## config.mk

```make
export PLATFORM = sky130hd
export DESIGN_NAME = gradient_weighted_threshold
export DESIGN_NICKNAME = d
export VERILOG_FILES = /design/src/hdl/gwt_pkg.sv /design/src/hdl/gradient_weighted_threshold.sv
export SDC_FILE = /design/constraint.sdc
export NUM_CORES = 1
export LEC_CHECK = 0
export ABC_AREA = 1
export BUFFER_PORTS_ARGS = -buffer_cell sky130_fd_sc_hd__buf_2
export CORE_MARGIN = 2
export CORE_UTILIZATION = 43
export DETAILED_ROUTE_END_ITERATION = 16
export SLEW_MARGIN = 20
export SYNTH_ARGS = -nofsm -noshare
export SYNTH_HDL_FRONTEND = slang
export SYNTH_SLANG_ARGS = --single-unit
```

## constraint.sdc

```tcl
create_clock -name clk -period 7 [get_ports clk]
set_input_delay 1.4 -clock clk [delete_from_list [all_inputs] [get_ports clk]]
set_output_delay 1.4 -clock clk [all_outputs]
set_load 0.02 [all_outputs]
```

## src/hdl/gwt_pkg.sv

```systemverilog
package gwt_pkg;

  localparam int unsigned WSUM_W = 32;
  localparam int unsigned MSUM_W = 40;
  localparam int unsigned DVD_W  = MSUM_W + 8;
  localparam int unsigned CNT_W  = 6;
  localparam int unsigned STEP_W = 3;

  localparam logic [15:0]       DEFAULT_Q8 = 16'd32640;
  localparam logic [15:0]       THRESH_MAX = 16'd65280;
  localparam logic [CNT_W-1:0]  DIV_LAST   = CNT_W'(DVD_W - 1);

  typedef struct packed {
    logic [7:0] gray_level;
    logic [7:0] local_mean;
    logic       frame_end;
  } gwt_in_t;

  typedef struct packed {
    logic [15:0] threshold_q8;
    logic        used_default;
  } gwt_out_t;

  typedef enum logic [2:0] {
    COND_FRAME_END,
    COND_WSUM_ZERO,
    COND_CNT_DONE,
    COND_OUT_FREE
  } cond_t;

  typedef enum logic [STEP_W-1:0] {
    STEP_WAIT    = 3'd0,
    STEP_CHECK   = 3'd1,
    STEP_DIV     = 3'd2,
    STEP_CLAMP   = 3'd3,
    STEP_DEFAULT = 3'd4
  } step_t;

  typedef struct packed {
    logic  take_pixel;
    logic  load_div;
    logic  div_step;
    logic  write_out;
    logic  sel_default;
    cond_t cond;
    step_t tgt_true;
    step_t tgt_false;
  } ucode_t;

  function automatic ucode_t ucode_rom(input step_t step);
    ucode_t w;
    w = '{take_pixel: 1'b0, load_div: 1'b0, div_step: 1'b0, write_out: 1'b0,
          sel_default: 1'b0, cond: COND_FRAME_END, tgt_true: STEP_WAIT,
          tgt_false: STEP_WAIT};
    case (step)
      STEP_WAIT: begin
        w.take_pixel = 1'b1;
        w.cond       = COND_FRAME_END;
        w.tgt_true   = STEP_CHECK;
        w.tgt_false  = STEP_WAIT;
      end
      STEP_CHECK: begin
        w.load_div  = 1'b1;
        w.cond      = COND_WSUM_ZERO;
        w.tgt_true  = STEP_DEFAULT;
        w.tgt_false = STEP_DIV;
      end
      STEP_DIV: begin
        w.div_step  = 1'b1;
        w.cond      = COND_CNT_DONE;
        w.tgt_true  = STEP_CLAMP;
        w.tgt_false = STEP_DIV;
      end
      STEP_CLAMP: begin
        w.write_out = 1'b1;
        w.cond      = COND_OUT_FREE;
        w.tgt_true  = STEP_WAIT;
        w.tgt_false = STEP_CLAMP;
      end
      STEP_DEFAULT: begin
        w.write_out   = 1'b1;
        w.sel_default = 1'b1;
        w.cond        = COND_OUT_FREE;
        w.tgt_true    = STEP_WAIT;
        w.tgt_false   = STEP_DEFAULT;
      end
      default: begin
        w.tgt_true  = STEP_WAIT;
        w.tgt_false = STEP_WAIT;
      end
    endcase
    return w;
  endfunction

endpackage

```

## src/hdl/gradient_weighted_threshold.sv

```systemverilog
// Latency: a pixel beat is absorbed into the accumulators in the cycle it is accepted.
// Throughput: one pixel beat per cycle while no frame end is in progress.
// Frame end: result registered after the zero check, the 48-step restoring divider and
//   the clamp; the weight-zero case goes from the zero check to the default. No beat is taken meanwhile.
// The result waits in an output register; pixels of the next frame are taken meanwhile.
// Reset (rst_n low, synchronous) clears the accumulators, the step register and out_valid.
module gradient_weighted_threshold
  import gwt_pkg::*;
(
  input  logic     clk,
  input  logic     rst_n,
  input  logic     in_valid,
  output logic     in_stall,
  input  gwt_in_t  in_data,
  output logic     out_valid,
  input  logic     out_stall,
  output gwt_out_t out_data
);

  step_t              step_r, step_nxt;
  logic [WSUM_W-1:0]  wsum_r, wsum_nxt;
  logic [MSUM_W-1:0]  msum_r, msum_nxt;
  logic [DVD_W-1:0]   dvd_r, dvd_nxt;
  logic [WSUM_W-1:0]  rem_r, rem_nxt;
  logic [CNT_W-1:0]   cnt_r, cnt_nxt;
  logic               out_valid_r, out_valid_nxt;
  gwt_out_t           out_data_r, out_data_nxt;

  ucode_t             uw;
  logic               cond_hit;
  logic               out_free;
  logic               accept;
  logic [7:0]         weight;
  logic [15:0]        prod;
  logic [WSUM_W:0]    ws_sum;
  logic [MSUM_W:0]    ms_sum;
  logic [WSUM_W:0]    rem_sh;
  logic [WSUM_W:0]    rem_sub;
  logic               qbit;
  logic               q_over;

  assign uw       = ucode_rom(step_r);
  assign in_stall = ~uw.take_pixel;
  assign accept   = in_valid & uw.take_pixel;
  assign out_free = ~out_valid_r | ~out_stall;

  always_comb begin
    case (uw.cond)
      COND_FRAME_END: cond_hit = accept & in_data.frame_end;
      COND_WSUM_ZERO: cond_hit = (wsum_r == '0);
      COND_CNT_DONE:  cond_hit = (cnt_r == '0);
      COND_OUT_FREE:  cond_hit = out_free;
      default:        cond_hit = 1'b0;
    endcase
    step_nxt = cond_hit ? uw.tgt_true : uw.tgt_false;
  end

  assign weight = (in_data.gray_level >= in_data.local_mean) ?
                  (in_data.gray_level - in_data.local_mean) :
                  (in_data.local_mean - in_data.gray_level);
  assign prod   = 16'(weight) * 16'(in_data.local_mean);
  assign ws_sum = {1'b0, wsum_r} + (WSUM_W + 1)'(weight);
  assign ms_sum = {1'b0, msum_r} + (MSUM_W + 1)'(prod);

  assign rem_sh  = {rem_r, dvd_r[DVD_W-1]};
  assign rem_sub = rem_sh - {1'b0, wsum_r};
  assign qbit    = ~rem_sub[WSUM_W];
  assign q_over  = (dvd_r[DVD_W-1:16] != '0) || (dvd_r[15:0] > THRESH_MAX);

  always_comb begin
    wsum_nxt      = wsum_r;
    msum_nxt      = msum_r;
    dvd_nxt       = dvd_r;
    rem_nxt       = rem_r;
    cnt_nxt       = cnt_r;
    out_data_nxt  = out_data_r;
    out_valid_nxt = out_valid_r & out_stall;
    if (accept) begin
      wsum_nxt = ws_sum[WSUM_W] ? '1 : ws_sum[WSUM_W-1:0];
      msum_nxt = ms_sum[MSUM_W] ? '1 : ms_sum[MSUM_W-1:0];
    end
    if (uw.load_div) begin
      dvd_nxt = {msum_r, 8'd0};
      rem_nxt = '0;
      cnt_nxt = DIV_LAST;
    end
    if (uw.div_step) begin
      rem_nxt = qbit ? rem_sub[WSUM_W-1:0] : rem_sh[WSUM_W-1:0];
      dvd_nxt = {dvd_r[DVD_W-2:0], qbit};
      cnt_nxt = cnt_r - CNT_W'(1);
    end
    if (uw.write_out && out_free) begin
      out_valid_nxt = 1'b1;
      wsum_nxt      = '0;
      msum_nxt      = '0;
      if (uw.sel_default) begin
        out_data_nxt.threshold_q8 = DEFAULT_Q8;
        out_data_nxt.used_default = 1'b1;
      end else begin
        out_data_nxt.threshold_q8 = q_over ? THRESH_MAX : dvd_r[15:0];
        out_data_nxt.used_default = 1'b0;
      end
    end
  end

  always_ff @(posedge clk) begin
    if (!rst_n) begin
      step_r      <= STEP_WAIT;
      wsum_r      <= '0;
      msum_r      <= '0;
      out_valid_r <= 1'b0;
    end else begin
      step_r      <= step_nxt;
      wsum_r      <= wsum_nxt;
      msum_r      <= msum_nxt;
      out_valid_r <= out_valid_nxt;
    end
  end

  always_ff @(posedge clk) begin
    dvd_r      <= dvd_nxt;
    rem_r      <= rem_nxt;
    cnt_r      <= cnt_nxt;
    out_data_r <= out_data_nxt;
  end

  assign out_valid = out_valid_r;
  assign out_data  = out_data_r;

endmodule
```

==> metrics.md <==
| Metric | Value |
|---|---|
| Synth Area in Adders | 0.150 |
| Largest family of logic cells by synthesized area | simple AND/OR/NAND/NOR gates |
| Simple logic cell fraction of the synthesized area | 0.321 |
| Syn avg cell area | 6.89 um^2 |
| HP Start | wsum_r[26]$_SDFFE_PP0P_ |
| Drt drc | 0 |
| Routed WL | 42000 um |
| Post-layout instance area | 17300 um^2 |
| Gr usage total | 0.230 |
| Cell depth of the worst flop-to-flop path | 20 |
| Hold Crit Depth | 2 |
| Syn Inst Count | 2239 |
| Hold WC Path Type | flip-flop to flip-flop |
| Initial antenna violation count | 0 |
| Pin count of the biggest net entering global routing | 64 |
| DRT antenna net count | 0 |
| Fin. Hold Viols | 0 |
| Worst IR drop on VDD | 474 uV |
| Crit path required time | 7.33 ns |
| Worst skew pair latency | 0.45 ns |
| Die Y | 193 um |
| Post-CTS Hold Buffers | 0 |
| Reg2reg setup slack | 2.69 ns |
| Placed cell count | 2783 |
| Critical path's slowest cell | fa_1 |
| Worst-case clock buffer depth | 2 |
| Router iterations before antenna repair | 6 |
| CTS Root Cell | clkbuf_16 |
| Slew Limit Fails | 0 |
| Post-synthesis sequential area ratio | 0.299 |
| Clk_skew | 0.0135 ns |
| # setup viols final | 0 |
| Hold Slack | 0.513 ns |
| Pwr per Cell Area | 512 nW/um^2 |
| Total power | 8870 uW |
| CP max FO | 8 |
| Critical path startpoint category | primary input |
| Worst path most repeated cell | nand2_1 |
| Min Tclk post-route | 6.65 ns |
| Hold worst-path end | wsum_r[26]$_SDFFE_PP0P_ |
| Yosys reg bits | 179 |
| Slew HR | 0.402 |
| DIE AREA | 37400 um^2 |
| Worst Setup End Kind | flip-flop |
| Max incr delay on CP | 0.56 ns |
| Status | completed |
| XOR/XNOR share of the synthesized area | 0.0307 |
| Final nets | 2518 |
| Fin crit share | 0.949 |
| CTS Buf Count | 17 |
| TritonCTS clock tree | built |
| Synth-to-Final Area Change | 12.3% |
| H-Tree Depth | 4 |
| Placed Area | 16600 um^2 |
| Die width | 193 um |
| Standby leakage power | 0.00866 uW |
| Post-synthesis compound-gate area fraction | 0.0731 |
| Ports | 40 |
| Synth warnings | 0 |
| RSZ-0062 raised after global routing | false |
| Vias in the first global route | 13563 |
| Synth cell types | 46 |
| Max cap viols | 0 |
| Worst EP arrival | 6.98 ns |
| Total global routing overflow | 0 |
| Crit path kind | primary input to flip-flop |
| Vias | 14051 |
| Placeable Area | 35500 um^2 |
| Hpwl dp | 33300 um |
| First-pass GRT wire length | 69600 um |
| Fraction of final layout cells sized beyond drive strength 1 | 0.105 |
| Initial DRC Count | 963 |
| Post-DR vias/cell | 4.99 |
| DR WL/cell | 14.9 um |
| Max Clk Rate | 150 MHz |
| Port Buffer Count | 39 |
| Worst Tran Pin Value | 0.890 ns |
| Initial Utilization | 0.435 |
| Synthesized area | 15400 um^2 |
| Critical R2R Launch | msum_r[4]$_SDFFE_PP0P_ |
| Worst-path clk slew | 0.08 ns |
| Post-synthesis mux area share | 0 |
| Capturing point of the worst reg2reg path | msum_r[0]$_SDFFE_PP0P_ |
| Row cnt | 69 |
| ANT cells | 0 |
| Final GP Congestion | 0.938 |
| Sink Count | 179 |
| Setup_tns | 0 ns |
| Synthesized Nets | 2413 |
| Finished Layout Cells | 2818 |
==> repair_timing <==
action / CTS / global route
gates resized for setup: 0 / 31
endpoints found under the setup margin: 0 / 39
setup buffers: 0 / 3
==> stage by stage <==
stage | utilization | setup slack, ns
5_1_grt | 0.488 | 0.00105
2_1_floorplan | - | 0.156
4_1_cts | 0.485 | 0.267
3_5_place_dp | 0.468 | -0.189
6_report | 0.488 | 0.354
3_3_place_gp | 0.468 | -0.132
==> sequential cells by signal, summed over array words and instances, names as in the netlist <==
| signal | flops |
|---|---|
| cnt_r | 6 |
| dvd_r | 48 |
| msum_r | 40 |
| out_data | 17 |
| out_valid | 1 |
| rem_r | 32 |
| step_r | 3 |
| wsum_r | 32 |
==> per-layer routing <==
layer	vias to the layer above	routed length (um)	GRT usage
li1	7207	-	-
met1	6476	20600	0.319
met3	55	1770	0.0331
met2	313	18800	0.374
met4	0	846	0.0642
met5	-	0	0
==> final cells by class <==
cell class	instances	area, um^2
flip-flops and latches	179	4610
well taps	461	577
fillers	3583	18200
multi-input cells	1569	8990
repair buffers	128	880
inverters	449	1690
clock inverters	14	151
clock buffers	18	429
==> Yosys cell counts (all sizes together) <==
library cell / instances / area [um^2]
and2: 4 / 25.0
o211ai: 1 / 7.51
or2: 5 / 31.3
a21oi: 102 / 552
dfxtp: 76 / 1520
nand2: 678 / 2630
nand4: 51 / 332
xnor2: 10 / 87.6
nor3: 28 / 171
a21o: 4 / 30.0
nand3: 132 / 703
o31a: 1 / 8.76
fa: 54 / 1080
inv: 449 / 1690
nor4: 15 / 109
o21bai: 9 / 67.6
and3: 2 / 12.5
clkbuf: 15 / 56.3
ha: 99 / 1240
edfxtp: 103 / 3090
nand3b: 4 / 30.0
nor2: 236 / 911
xor2: 44 / 385
o21ai: 83 / 419
buf: 27 / 198
a31oi: 7 / 43.8
==> critical path, delay by kind of cell <==
family          cells  cell delay, ns
xor+xnor            1            0.31
simple gates        9            0.95
fa+ha+maj           7            2.91
compound gates      5            0.58
buf+inv             9            0.78
==> placed cells by master, fill, tap and decap left out, types with 9 or more instances in the layout <==
master and instances:
edfxtp_1 103, nand3_1 124, nand4_1 49, a21oi_1 89
xnor2_1 10, ha_1 94, a21oi_2 12, inv_2 12
nor2_1 226, nor2_2 9, nor4_1 14, xor2_1 44
clkbuf_16 17, o21bai_1 9, fa_1 54, nand2_1 649
inv_1 436, buf_2 39, nand2_2 21, o21ai_0 78
buf_4 87, dfxtp_1 76, nor3_1 22
==> cells by family (layout without fill, tap and decap cells) <==
kind of cell	Yosys count	count (layout)
buffers and inverters	491	609
adders and majority gates	153	153
and+or+nand+nor	1155	1155
DFF	179	179
AOI/OAI and AO/OA	207	207
xor gates and xnor gates	54	54
==> worst max-delay path by stage <==
stage                     from                       to  slack, ns
finish              in_data[9]  msum_r[15]$_SDFFE_PP0P_       0.35
floorplan           in_data[2]  msum_r[23]$_SDFFE_PP0P_       0.16
global route        in_data[9]  msum_r[25]$_SDFFE_PP0P_      0.001
global placement    in_data[9]  msum_r[32]$_SDFFE_PP0P_      -0.13
detailed placement  in_data[9]   msum_r[0]$_SDFFE_PP0P_      -0.19
CTS                 in_data[9]  msum_r[26]$_SDFFE_PP0P_       0.27
==> where the power goes <==
part / internal [uW] / switching (uW) / total [uW]
registers: 1550 / 182 / 1740
logic: 2380 / 3770 / 6160
clock network: 531 / 452 / 983
No activity file was read; power rests on OpenSTA's default activity.
